`src/rtl/humidity_temp_calib_convert_core_assert.svh`:
```
// Assertion macros shared by the calibration converter RTL.
`ifndef HUMIDITY_TEMP_CALIB_CONVERT_CORE_ASSERT_SVH
`define HUMIDITY_TEMP_CALIB_CONVERT_CORE_ASSERT_SVH

`ifndef ASSERT_OFF
`define HCC_ASSERT_IMPL(lbl, clk, rst, ante, cons) \
  lbl: assert property (@(posedge clk) disable iff (rst) (ante) |-> (cons)) \
    else $error("assertion failed");
`define HCC_ASSERT_NEXT(lbl, clk, rst, ante, cons) \
  lbl: assert property (@(posedge clk) disable iff (rst) (ante) |=> (cons)) \
    else $error("assertion failed");
`else
`define HCC_ASSERT_IMPL(lbl, clk, rst, ante, cons)
`define HCC_ASSERT_NEXT(lbl, clk, rst, ante, cons)
`endif

`endif

```
`src/rtl/hcc_pkg.sv`:
```
// Types and constants of the two-point calibration converter.
package hcc_pkg;

  localparam int CFG_W     = 16;
  localparam int CFG_IDX_W = 3;

  localparam logic [CFG_IDX_W-1:0] REG_HUM_LOW_PT    = 3'd0;
  localparam logic [CFG_IDX_W-1:0] REG_HUM_HIGH_PT   = 3'd1;
  localparam logic [CFG_IDX_W-1:0] REG_TEMP_LOW_PT   = 3'd2;
  localparam logic [CFG_IDX_W-1:0] REG_TEMP_HIGH_PT  = 3'd3;
  localparam logic [CFG_IDX_W-1:0] REG_HUM_LOW_CNT   = 3'd4;
  localparam logic [CFG_IDX_W-1:0] REG_HUM_HIGH_CNT  = 3'd5;
  localparam logic [CFG_IDX_W-1:0] REG_TEMP_LOW_CNT  = 3'd6;
  localparam logic [CFG_IDX_W-1:0] REG_TEMP_HIGH_CNT = 3'd7;

  localparam logic OP_HUM  = 1'b0;
  localparam logic OP_TEMP = 1'b1;

  localparam int CNT_W  = 16;
  localparam int HPT_W  = 8;
  localparam int TPT_W  = 10;
  localparam int SPAN_W = CNT_W + 1;
  localparam int PD_W   = TPT_W + 1;
  localparam int PROD_W = PD_W + SPAN_W;
  localparam int NUM_W  = PROD_W + 1;
  localparam int TEMP_SHIFT = 3;
  localparam int HUM_SHIFT  = 1;
  localparam int MAG_W  = PROD_W + TEMP_SHIFT;
  localparam int DIV_W  = CNT_W + HUM_SHIFT;
  localparam int QUOT_W = 17;
  localparam int WIDE_W = MAG_W + DIV_W;

  localparam logic [QUOT_W-1:0] TEMP_POS_LIMIT = 17'd32767;
  localparam logic [QUOT_W-1:0] TEMP_NEG_LIMIT = 17'd32768;
  localparam logic [QUOT_W-1:0] HUM_LIMIT      = 17'd100;

  localparam logic signed [CNT_W-1:0] TEMP_MAX_VAL = 16'sh7fff;
  localparam logic signed [CNT_W-1:0] TEMP_MIN_VAL = 16'sh8000;
  localparam logic signed [CNT_W-1:0] HUM_MAX_VAL  = 16'sd100;

  typedef struct packed {
    logic                    opcode;
    logic signed [CNT_W-1:0] raw_count;
  } sample_t;

  typedef struct packed {
    logic signed [CNT_W-1:0] value;
    logic                    status;
  } result_t;

  typedef struct packed {
    logic [MAG_W-1:0]  rem;
    logic [QUOT_W-1:0] quot;
    logic [DIV_W-1:0]  divisor;
    logic              neg;
    logic              temp;
    logic              zero;
    logic              ovf;
  } div_stage_t;

endpackage

```
`src/rtl/hcc_if.sv`:
```
// Request channels of the calibration converter: raw samples in, readings out.
interface hcc_sample_if import hcc_pkg::*; ();
  logic    valid;
  logic    ready;
  sample_t payload;

  modport source (output valid, output payload, input ready);
  modport sink (input valid, input payload, output ready);
endinterface

interface hcc_result_if import hcc_pkg::*; ();
  logic    valid;
  logic    ready;
  result_t payload;

  modport source (output valid, output payload, input ready);
  modport sink (input valid, input payload, output ready);
endinterface

```
`src/rtl/humidity_temp_calib_convert_core.sv`:
```
// Two-point linear calibration converter for humidity and temperature samples.
// A request passes through stages 0 to 2, the divider entry, the divider stages and the output register.
// One request is taken every cycle unless a stall backs up to the input; a full stage stalls when the next cannot load.
// The restoring divider, one quotient bit per stage over 17 stages, sets the depth.
// Synchronous reset clears all valid bits and the calibration registers to zero.
`include "humidity_temp_calib_convert_core_assert.svh"

module humidity_temp_calib_convert_core import hcc_pkg::*; (
  input  logic                 clk,
  input  logic                 rst,
  input  logic                 cfg_we,
  input  logic [CFG_IDX_W-1:0] cfg_index,
  input  logic [CFG_W-1:0]     cfg_data,
  hcc_sample_if.sink           sample,
  hcc_result_if.source         result
);

  logic [HPT_W-1:0]        hum_low_pt;
  logic [HPT_W-1:0]        hum_high_pt;
  logic [TPT_W-1:0]        temp_low_pt;
  logic [TPT_W-1:0]        temp_high_pt;
  logic signed [CNT_W-1:0] hum_low_cnt;
  logic signed [CNT_W-1:0] hum_high_cnt;
  logic signed [CNT_W-1:0] temp_low_cnt;
  logic signed [CNT_W-1:0] temp_high_cnt;

  always_ff @(posedge clk) begin
    if (rst) begin
      hum_low_pt    <= '0;
      hum_high_pt   <= '0;
      temp_low_pt   <= '0;
      temp_high_pt  <= '0;
      hum_low_cnt   <= '0;
      hum_high_cnt  <= '0;
      temp_low_cnt  <= '0;
      temp_high_cnt <= '0;
    end else if (cfg_we) begin
      case (cfg_index)
        REG_HUM_LOW_PT:    hum_low_pt    <= cfg_data[HPT_W-1:0];
        REG_HUM_HIGH_PT:   hum_high_pt   <= cfg_data[HPT_W-1:0];
        REG_TEMP_LOW_PT:   temp_low_pt   <= cfg_data[TPT_W-1:0];
        REG_TEMP_HIGH_PT:  temp_high_pt  <= cfg_data[TPT_W-1:0];
        REG_HUM_LOW_CNT:   hum_low_cnt   <= $signed(cfg_data[CNT_W-1:0]);
        REG_HUM_HIGH_CNT:  hum_high_cnt  <= $signed(cfg_data[CNT_W-1:0]);
        REG_TEMP_LOW_CNT:  temp_low_cnt  <= $signed(cfg_data[CNT_W-1:0]);
        REG_TEMP_HIGH_CNT: temp_high_cnt <= $signed(cfg_data[CNT_W-1:0]);
        default: ;
      endcase
    end
  end

  // Stall chain: a stage may load when it is empty or its contents move on.
  logic                s0_vld;
  logic                s1_vld;
  logic                s2_vld;
  logic [QUOT_W:0]     dv_vld;
  logic                out_vld;
  logic                en_s0;
  logic                en_s1;
  logic                en_s2;
  logic [QUOT_W:0]     en_dv;
  logic                en_out;

  assign en_out = !out_vld || result.ready;
  assign en_dv[QUOT_W] = !dv_vld[QUOT_W] || en_out;

  genvar g;
  generate
    for (g = 0; g < QUOT_W; g++) begin : g_en
      assign en_dv[g] = !dv_vld[g] || en_dv[g+1];
    end
  endgenerate

  assign en_s2 = !s2_vld || en_dv[0];
  assign en_s1 = !s1_vld || en_s2;
  assign en_s0 = !s0_vld || en_s1;
  assign sample.ready = !rst && en_s0;

  // Stage 0: pick the calibration set and form the differences.
  logic [TPT_W-1:0]         sel_lo_pt;
  logic [TPT_W-1:0]         sel_hi_pt;
  logic signed [CNT_W-1:0]  sel_lo_cnt;
  logic signed [CNT_W-1:0]  sel_hi_cnt;
  logic signed [SPAN_W-1:0] sel_span;
  logic signed [SPAN_W-1:0] sel_diff;
  logic signed [PD_W-1:0]   sel_pd;

  always_comb begin
    if (sample.payload.opcode == OP_TEMP) begin
      sel_lo_pt  = temp_low_pt;
      sel_hi_pt  = temp_high_pt;
      sel_lo_cnt = temp_low_cnt;
      sel_hi_cnt = temp_high_cnt;
    end else begin
      sel_lo_pt  = TPT_W'(hum_low_pt);
      sel_hi_pt  = TPT_W'(hum_high_pt);
      sel_lo_cnt = hum_low_cnt;
      sel_hi_cnt = hum_high_cnt;
    end
    sel_span = SPAN_W'(sel_hi_cnt) - SPAN_W'(sel_lo_cnt);
    sel_diff = SPAN_W'($signed(sample.payload.raw_count)) - SPAN_W'(sel_lo_cnt);
    sel_pd   = $signed({1'b0, sel_hi_pt}) - $signed({1'b0, sel_lo_pt});
  end

  logic                     s0_temp;
  logic signed [SPAN_W-1:0] s0_span;
  logic signed [SPAN_W-1:0] s0_diff;
  logic signed [PD_W-1:0]   s0_pdelta;
  logic [TPT_W-1:0]         s0_lopt;

  always_ff @(posedge clk) begin
    if (rst) begin
      s0_vld <= 1'b0;
    end else if (en_s0) begin
      s0_vld <= sample.valid;
    end
  end

  always_ff @(posedge clk) begin
    if (en_s0 && sample.valid) begin
      s0_temp   <= (sample.payload.opcode == OP_TEMP);
      s0_span   <= sel_span;
      s0_diff   <= sel_diff;
      s0_pdelta <= sel_pd;
      s0_lopt   <= sel_lo_pt;
    end
  end

  // Stage 1: the two products of the numerator and the span magnitude.
  logic signed [SPAN_W-1:0] s0_span_abs;
  assign s0_span_abs = s0_span[SPAN_W-1] ? -s0_span : s0_span;

  logic                     s1_temp;
  logic                     s1_zero;
  logic                     s1_span_neg;
  logic [CNT_W-1:0]         s1_span_mag;
  logic signed [PROD_W-1:0] s1_p0;
  logic signed [PROD_W-1:0] s1_p1;

  always_ff @(posedge clk) begin
    if (rst) begin
      s1_vld <= 1'b0;
    end else if (en_s1) begin
      s1_vld <= s0_vld;
    end
  end

  always_ff @(posedge clk) begin
    if (en_s1 && s0_vld) begin
      s1_temp     <= s0_temp;
      s1_zero     <= (s0_span == '0);
      s1_span_neg <= s0_span[SPAN_W-1];
      s1_span_mag <= s0_span_abs[CNT_W-1:0];
      s1_p0       <= $signed({1'b0, s0_lopt}) * s0_span;
      s1_p1       <= s0_diff * s0_pdelta;
    end
  end

  // Stage 2: numerator, sign of the quotient and scaled magnitudes.
  logic signed [NUM_W-1:0] s1_num;
  logic signed [NUM_W-1:0] s1_num_abs;
  assign s1_num     = NUM_W'(s1_p0) + NUM_W'(s1_p1);
  assign s1_num_abs = s1_num[NUM_W-1] ? -s1_num : s1_num;

  logic              s2_temp;
  logic              s2_zero;
  logic              s2_neg;
  logic [MAG_W-1:0]  s2_mag;
  logic [DIV_W-1:0]  s2_div;

  always_ff @(posedge clk) begin
    if (rst) begin
      s2_vld <= 1'b0;
    end else if (en_s2) begin
      s2_vld <= s1_vld;
    end
  end

  always_ff @(posedge clk) begin
    if (en_s2 && s1_vld) begin
      s2_temp <= s1_temp;
      s2_zero <= s1_zero;
      s2_neg  <= s1_num[NUM_W-1] ^ s1_span_neg;
      if (s1_temp) begin
        s2_mag <= MAG_W'(s1_num_abs[PROD_W-1:0]) << TEMP_SHIFT;
        s2_div <= DIV_W'(s1_span_mag);
      end else begin
        s2_mag <= MAG_W'(s1_num_abs[PROD_W-1:0]);
        s2_div <= DIV_W'(s1_span_mag) << HUM_SHIFT;
      end
    end
  end

  // Divider entry: flag quotients too large for the quotient width.
  div_stage_t dv [0:QUOT_W];

  always_ff @(posedge clk) begin
    if (rst) begin
      dv_vld[0] <= 1'b0;
    end else if (en_dv[0]) begin
      dv_vld[0] <= s2_vld;
    end
  end

  always_ff @(posedge clk) begin
    if (en_dv[0] && s2_vld) begin
      dv[0].rem     <= s2_mag;
      dv[0].quot    <= '0;
      dv[0].divisor <= s2_div;
      dv[0].neg     <= s2_neg;
      dv[0].temp    <= s2_temp;
      dv[0].zero    <= s2_zero;
      dv[0].ovf     <= (WIDE_W'(s2_mag) >= (WIDE_W'(s2_div) << QUOT_W));
    end
  end

  // Restoring division, one quotient bit per stage, most significant first.
  generate
    for (g = 0; g < QUOT_W; g++) begin : g_div
      localparam int BIT = QUOT_W - 1 - g;
      logic [WIDE_W-1:0] trial;
      logic              fits;
      div_stage_t        step;

      assign trial = WIDE_W'(dv[g].divisor) << BIT;
      assign fits  = (WIDE_W'(dv[g].rem) >= trial);

      always_comb begin
        step           = dv[g];
        step.rem       = fits ? (dv[g].rem - trial[MAG_W-1:0]) : dv[g].rem;
        step.quot[BIT] = fits;
      end

      always_ff @(posedge clk) begin
        if (rst) begin
          dv_vld[g+1] <= 1'b0;
        end else if (en_dv[g+1]) begin
          dv_vld[g+1] <= dv_vld[g];
        end
      end

      always_ff @(posedge clk) begin
        if (en_dv[g+1] && dv_vld[g]) begin
          dv[g+1] <= step;
        end
      end
    end
  endgenerate

  // Output stage: sign, clamp or saturate, zero-span flag.
  div_stage_t last;
  result_t    res_next;
  result_t    out_data;

  assign last = dv[QUOT_W];

  always_comb begin
    res_next.status = 1'b0;
    if (last.zero) begin
      res_next.value  = '0;
      res_next.status = 1'b1;
    end else if (last.temp) begin
      if (last.neg) begin
        if (last.ovf || last.quot > TEMP_NEG_LIMIT) begin
          res_next.value = TEMP_MIN_VAL;
        end else begin
          res_next.value = CNT_W'(0) - last.quot[CNT_W-1:0];
        end
      end else begin
        if (last.ovf || last.quot > TEMP_POS_LIMIT) begin
          res_next.value = TEMP_MAX_VAL;
        end else begin
          res_next.value = last.quot[CNT_W-1:0];
        end
      end
    end else begin
      if (last.neg) begin
        res_next.value = '0;
      end else if (last.ovf || last.quot > HUM_LIMIT) begin
        res_next.value = HUM_MAX_VAL;
      end else begin
        res_next.value = last.quot[CNT_W-1:0];
      end
    end
  end

  always_ff @(posedge clk) begin
    if (rst) begin
      out_vld <= 1'b0;
    end else if (en_out) begin
      out_vld <= dv_vld[QUOT_W];
    end
  end

  always_ff @(posedge clk) begin
    if (en_out && dv_vld[QUOT_W]) begin
      out_data <= res_next;
    end
  end

  assign result.valid   = out_vld;
  assign result.payload = out_data;

  `HCC_ASSERT_NEXT(a_request_enters, clk, rst, sample.valid && sample.ready, s0_vld)
  `HCC_ASSERT_IMPL(a_rem_below_div, clk, rst, dv_vld[QUOT_W] && !last.zero && !last.ovf, last.rem < MAG_W'(last.divisor))
  `HCC_ASSERT_IMPL(a_zero_span_value, clk, rst, result.valid && result.payload.status, result.payload.value == '0)

endmodule

```
`src/flat_wrapper.sv`:
```
// flat-port wrapper written by rule: the top's interface ports become plain ports
module humidity_temp_calib_convert_core_flat import hcc_pkg::*;
  (clk, rst, cfg_we, cfg_index, cfg_data, sample_valid, sample_payload, sample_ready, result_valid, result_payload, result_ready);
  hcc_sample_if sample_i ();
  hcc_result_if result_i ();
  input  logic clk;
  input  logic rst;
  input  logic cfg_we;
  input  logic [CFG_IDX_W-1:0] cfg_index;
  input  logic [CFG_W-1:0] cfg_data;
  input wire logic [$bits(sample_i.valid)-1:0] sample_valid;
  input wire logic [$bits(sample_i.payload)-1:0] sample_payload;
  output wire logic [$bits(sample_i.ready)-1:0] sample_ready;
  output wire logic [$bits(result_i.valid)-1:0] result_valid;
  output wire logic [$bits(result_i.payload)-1:0] result_payload;
  input wire logic [$bits(result_i.ready)-1:0] result_ready;
  assign sample_i.valid = sample_valid;
  assign sample_i.payload = sample_payload;
  assign sample_ready = sample_i.ready;
  assign result_valid = result_i.valid;
  assign result_payload = result_i.payload;
  assign result_i.ready = result_ready;
  humidity_temp_calib_convert_core u_core (.clk(clk), .rst(rst), .cfg_we(cfg_we), .cfg_index(cfg_index), .cfg_data(cfg_data), .sample(sample_i), .result(result_i));
endmodule
```
`config.mk`:
```
export PLATFORM = sky130hd
export DESIGN_NAME = humidity_temp_calib_convert_core_flat
export DESIGN_NICKNAME = d
export VERILOG_FILES = /design/src/rtl/hcc_pkg.sv /design/src/rtl/hcc_if.sv /design/src/rtl/humidity_temp_calib_convert_core.sv /design/src/flat_wrapper.sv
export VERILOG_INCLUDE_DIRS = /design/src /design/src/rtl
export SDC_FILE = /design/constraint.sdc
export NUM_CORES = 2
export LEC_CHECK = 0
export BUFFER_PORTS_ARGS = -buffer_cell sky130_fd_sc_hd__buf_2
export CAP_MARGIN = 20
export CORE_MARGIN = 4
export CORE_UTILIZATION = 40
export DETAILED_ROUTE_END_ITERATION = 16
export PLACE_DENSITY_LB_ADDON = 0.2
export SLEW_MARGIN = 20
export SYNTH_ARGS = -nofsm -noshare
export SYNTH_HDL_FRONTEND = slang
export SYNTH_SLANG_ARGS = --single-unit
```
`constraint.sdc`:
```
create_clock -name clk -period 7.5 [get_ports clk]
set_clock_uncertainty 0.2 [all_clocks]
set_input_delay 1.5 -clock clk [delete_from_list [all_inputs] [get_ports clk]]
set_output_delay 1.5 -clock clk [all_outputs]
set_load 0.05 [all_outputs]
```
**After elaboration in Yosys (flattened, before gate mapping)**

Memories as Yosys holds them, arrays and structs flattened.
Index checks and enable logic that the tools add are counted.

- Memories kept: 1
- Flip-flop bits (word level): 321
- Bits in writable memories: 1,242
- Word-level logic and storage cells: 257

Memory list:

| name | words | bits a word | read ports | clocked after Yosys merged registers in | write ports | line | text |
|---|---|---|---|---|---|---|---|
| u_core.dv | 18 | 69 | 18 | 0 | 18 | humidity_temp_calib_convert_core.sv:195 | `div_stage_t dv [0:QUOT_W];` |

- $add $sub $neg: 24
- Magnitude comparators: 21
- Equality and inequality tests: 7
- Reductions and logical operators: 81
- Multiplexer cells: 68
- Multipliers: 2
- Bitwise gates (word level): 1

Operators with widths:

| cell | count |
|---|---|
| $mux W31 | 17 |
| $mux W16 | 10 |
| $sub A31 B31 Y31 | 3 |
| $mux W28 | 2 |
| $mux W1 | 37 |
| $ge A31 B34 Y1 | 1 |
| $sub A16 B16 Y17 | 2 |
| $ge A31 B33 Y1 | 1 |
| $ge A31 B32 Y1 | 1 |
| $ge A31 B17 Y1 | 1 |
| $ge A31 B18 Y1 | 1 |
| $ge A31 B19 Y1 | 1 |
| $ge A31 B20 Y1 | 1 |
| $ge A31 B21 Y1 | 1 |
| $ge A31 B22 Y1 | 1 |
| $ge A31 B23 Y1 | 1 |
| $ge A31 B24 Y1 | 1 |
| $ge A31 B25 Y1 | 1 |
| $ge A31 B26 Y1 | 1 |
| $ge A31 B27 Y1 | 1 |
| $ge A31 B28 Y1 | 1 |
| $ge A31 B29 Y1 | 1 |
| $ge A31 B30 Y1 | 1 |
| $ge A31 B31 Y1 | 1 |
| 35 further kinds | 115 |

**Depth between registers and ports, before layout**

- Word-level depth: 24
- Gate-level depth with buffers: 25

**Worst setup path after synthesis**

OpenSTA, ideal clock, no wires.

- Path type: input to register
- Start point: in result_ready
- End point: reg u_core.s0_diff[0], enable pin
- Arrival time: 7,084 ps
- Stages: 11
- Path slack: -340 ps
- Path buffers: 1
- Cell sequence: and4b_1 -> and3_1 -> nand2_1 -> nor3_1 -> and3_1 -> and2_1 -> clkbuf_1 -> nand3_1 -> nor2_1 -> and3_1 -> a21boi_0

- Longest elaborated chain between the ends: 23

RTL lines:

| what | line | text |
|---|---|---|
| from (decl) | flat_wrapper.sv:16 | `input wire logic [$bits(result_i.ready)-1:0] result_ready;` |
| $logic_or A1 B1 Y1 | humidity_temp_calib_convert_core.sv:64 | `assign en_out = !out_vld \|\| result.ready;` |
| $logic_or A1 B1 Y1 | humidity_temp_calib_convert_core.sv:65 | `assign en_dv[QUOT_W] = !dv_vld[QUOT_W] \|\| en_out;` |
| $logic_or A1 B1 Y1 (17 in a row) | humidity_temp_calib_convert_core.sv:70 | `assign en_dv[g] = !dv_vld[g] \|\| en_dv[g+1];` |
| $logic_or A1 B1 Y1 | humidity_temp_calib_convert_core.sv:74 | `assign en_s2 = !s2_vld \|\| en_dv[0];` |
| $logic_or A1 B1 Y1 | humidity_temp_calib_convert_core.sv:75 | `assign en_s1 = !s1_vld \|\| en_s2;` |
| $logic_or A1 B1 Y1 | humidity_temp_calib_convert_core.sv:76 | `assign en_s0 = !s0_vld \|\| en_s1;` |
| $logic_and A1 B1 Y1 | humidity_temp_calib_convert_core.sv:120 | `if (en_s0 && sample.valid) begin` |
| to (signal assigned) | humidity_temp_calib_convert_core.sv:123 | `s0_diff <= sel_diff;` |
| to (decl) | humidity_temp_calib_convert_core.sv:107 | `logic signed [SPAN_W-1:0] s0_diff;` |

Every way passes these cells.
A chain may end at the register's enable or synchronous reset.

**Worst setup path after layout**

- Start point: reg u_core.s0_lopt[3]
- End point: reg u_core.s1_p0[27], data pin

- Longest elaborated chain between the ends: 1

RTL lines:

| what | line | text |
|---|---|---|
| from (decl) | humidity_temp_calib_convert_core.sv:109 | `logic [TPT_W-1:0] s0_lopt;` |
| from (signal assigned) | humidity_temp_calib_convert_core.sv:125 | `s0_lopt <= sel_lo_pt;` |
| $mul A11 B17 Y28 | humidity_temp_calib_convert_core.sv:154 | `s1_p0 <= $signed({1'b0, s0_lopt}) * s0_span;` |
| to (signal assigned) | humidity_temp_calib_convert_core.sv:154 |  |
| to (decl) | humidity_temp_calib_convert_core.sv:137 | `logic signed [PROD_W-1:0] s1_p0;` |

Every way passes these cells.

==> flow_summary.toml <==
[synthesis]
syn_area_mm2 = 0.07967
ys_seq_area_share_pct = 49.80
ys_async_sr_fraction_pct = 0
synth_area_leaders = "edfxtp_1 (47%), fa_1 (8.6%), ha_1 (7.8%)"
synth-seq-cells = 1362
synth_cell_types = 90
synth_top_area_cell = "edfxtp_1"
synthCells = 7062
synth_ff_type = "edfxtp_1"
synth_edf_count = 1240
syn-num-nets = 7943
netlist.area_leader.share_pct = 46.74
yosysWarningCount = 0
syn_area_per_cell_um2 = 11.28

[floorplanning]
ios = 60
num_rows = 163
core_area_mm2 = 0.1976
initial_core_util_pct = 40.31
die_w_um = 454.3
die_area_mm2 = 0.2064
die_height_um = 454.3

[clock_network]
cts_hold_buf = 0
htreeDepth = 4
post_cts_resized = 0
cts.clk_slew.worst_paths_ns = 0.06
clk_latency_ns = 0.81
cts_tree = "built"
cts.sinks = 1362
root_buffer = "clkbuf_16"
cts_buffers = 153
cts_buffer_depth = 3
postCtsSetupBuffers = 0

[timing]
setup_viol = 0
worst_pin_slew_ns = 1.159
max_slew_margin_pct = 22.16
fin_tns_setup_ns = 0
final_max_slew_viol_count = 0
period_needed_ns = 6.891
period_share_pct = 91.88
hold_viol_final = 0
max_freq_mhz = 145.1
rsz0062_at_grt = "false"

[setup_path]
endpoint_kind = "flop"
rr_startpoint = "u_core.s0_lopt[3]$_DFFE_PP_"
r2r_slack_ns = 0.61
cp_num_buf_inv = 3
crit_family = "adder cells"
cpMaxStageDelayCell = "edfxtp_1"
cp.arrival_ns = 7.22
r2r_end = "u_core.s1_p0[27]$_DFFE_PP_"
crit_start = "u_core.s0_lopt[3]$_DFFE_PP_"
path_cells = "nand2_1, fa_1, fa_1, inv_1, fa_1, fa_1, inv_1, fa_1, inv_1, ha_1, a21o_1, a21o_1, a21oi_1, nor3b_1, a211oi_1, o41a_1, o31a_1, or2_2, a211o_1, a21oi_1, xnor2_1"
cpPeakStageDelay_ns = 0.58
path_max_fanout = 9
reg2regPathDepth = 21
critPathRequiredTime_ns = 7.83
start_kind = "flop"
cp_common_cell = "fa_1"
criticalPathCategory = "flop to flop"

[route]
drc = 0
viasPerCell = 5.113
ant_nets = 0
wl_per_cell_um = 18.29
drt_iter0_drc = 2975
first_pass_iters = 8
vias = 50810
totalWireLength_mm = 181.8

[hold_path]
hold_start = "u_core.dv[13][11]$_DFFE_PP_"
hold_path_class = "flop to flop"
worstHoldEndpoint = "u_core.dv[14][11]$_DFFE_PP_"
min_path_cells = 0

[power]
ir_drop_v = 0.0003911
power.switching_uw = 9942
leakage_uw = 0.03482
p_comb_share_pct = 39.4
seqPwrFrac_pct = 33.7
p_total_uw = 27840
swShare_pct = 35.71
p_clk_share_pct = 26.9
p_per_area_mw_per_mm2 = 314.8
intPower_uw = 17900

[run]
maxCapViolations = 0

[global_routing]
grt_max_degree = 77
antenna_found_initial = 1
grt_pass1_wl_mm = 288.6
gr-total-overflow = 0
grt_use_total_pct = 17.72
grt_pass1_vias = 51940

[cells_and_area]
nNetsFinal = 8053
drive_gt1_share_pct = 7.704
area_delta_synth_final_pct = 11.01
fillCellCount = 18150

[run_status]
status = "completed"

[placement]
place_congestion = 0.8547
dpl.hpwl_mm = 139.7
port_buffers = 59
worst max path at each step:
stage	end	cells after the start
6_report	u_core.s1_p0[27]$_DFFE_PP_	21
2_1_floorplan	u_core.dv[4][0]$_DFFE_PP_	8
4_1_cts	u_core.s1_p0[27]$_DFFE_PP_	21
5_1_grt	u_core.s1_p0[27]$_DFFE_PP_	21
3_3_place_gp	u_core.s1_p0[27]$_DFFE_PP_	21
3_5_place_dp	u_core.s1_p0[27]$_DFFE_PP_	21
through the flow:
| step | setup slack [ns] | hold slack, ns | util, % | instance area, µm² | cells |
|---|---|---|---|---|---|
| floorplan | 0.08296 | 0.2003 | - | 79670 | 7062 |
| global placement | 0.5879 | 0.2000 | 42.15 | 83300 | 9656 |
| detailed placement | 0.6303 | 0.2045 | 42.15 | 83300 | 9656 |
| CTS | 0.5830 | 0.1961 | 44.73 | 88400 | 9934 |
| global route | 0.1685 | 0.2027 | 44.75 | 88440 | 9936 |
| finish | 0.6088 | 0.1943 | 44.75 | 88440 | 9937 |
area by class of cell:
class	count	area (µm²)	area share, %
clock buffers	197	4096	4.632
multi-input cells	4617	36100	40.82
repair buffers	128	835.8	0.9451
clock inverters	81	1002	1.133
diodes	2	5.005	0.005659
flip-flops and latches	1362	39680	44.87
inverters	910	3416	3.862
well taps	2640	3303	3.735
per-layer routing:
layer	global-route usage (%)	part of all wire, %	up-vias
li1	-	-	24910
met1	22.30	43	24750
met2	31.55	50	880
met3	2.247	3.3	281
met4	5.809	3.2	0
met5	0	0	-
cells by family (layout without fill, tap and decap cells):
logic type | after synthesis | count (layout) | synth area share (%)
AND/OR/NAND/NOR | 1961 | 1961 | 11.99
other | 0 | 2 | 0
adder cells (fa/ha/maj) | 840 | 840 | 16.43
AO/OA/AOI/OAI | 1235 | 1235 | 9.723
multiplexers | 206 | 206 | 2.800
flip-flops | 1362 | 1362 | 49.80
buffers and inverters | 1083 | 1316 | 5.126
XOR/XNOR | 375 | 375 | 4.123
placed cells by master (no fill, tap or decap), types with 78 or more instances in the layout:
master	Yosys	routed
edfxtp_1	1240	1240
inv_1	909	909
nand2_1	721	721
ha_1	496	496
a21oi_1	392	391
nor2_1	358	357
fa_1	344	344
o21ai_0	287	287
xnor2_1	226	226
and2_1	191	189
clkbuf_16	0	155
xor2_1	149	149
mux2_2	135	135
a21o_1	130	130
dfxtp_1	122	122
nor3_1	119	119
nand3_1	79	79
nor2b_1	86	78
cell usage after synthesis (79+ instances only):
| cell | number |
|---|---|
| edfxtp_1 | 1240 |
| inv_1 | 909 |
| nand2_1 | 721 |
| ha_1 | 496 |
| a21oi_1 | 392 |
| nor2_1 | 358 |
| fa_1 | 344 |
| o21ai_0 | 287 |
| xnor2_1 | 226 |
| and2_1 | 191 |
| clkbuf_1 | 149 |
| xor2_1 | 149 |
| mux2_2 | 135 |
| a21o_1 | 130 |
| dfxtp_1 | 122 |
| nor3_1 | 119 |
| nor2b_1 | 86 |
| nand3_1 | 79 |
power groups by stage:
stage / Combinational [µW] / Sequential (µW) / Clock (µW)
after floorplan: 8410 / 9280 / 0
after global placement: 10900 / 9530 / 0
after detailed placement: 11000 / 9530 / 0
after CTS: 11100 / 9380 / 7720
after global routing: 12500 / 9390 / 8050
final: 11000 / 9370 / 7490
registers in the layout, indices dropped and copies added (netlist names), 10 cells and up:
name / flops
u_core.hum_low_cnt: 16
u_core.temp_low_pt: 10
u_core.s0_span: 17
u_core.s0_diff: 17
u_core.s2_mag: 31
u_core.s0_lopt: 10
u_core.temp_low_cnt: 16
u_core.temp_high_cnt: 16
u_core.s1_p0: 28
u_core.s1_span_mag: 16
u_core.s2_div: 17
u_core.dv: 1041
u_core.dv_vld: 18
u_core.s0_pdelta: 11
u_core.hum_high_cnt: 16
u_core.temp_high_pt: 10
u_core.s1_p1: 28
u_core.result.payload: 17
Power figures use the tool's default switching activity.
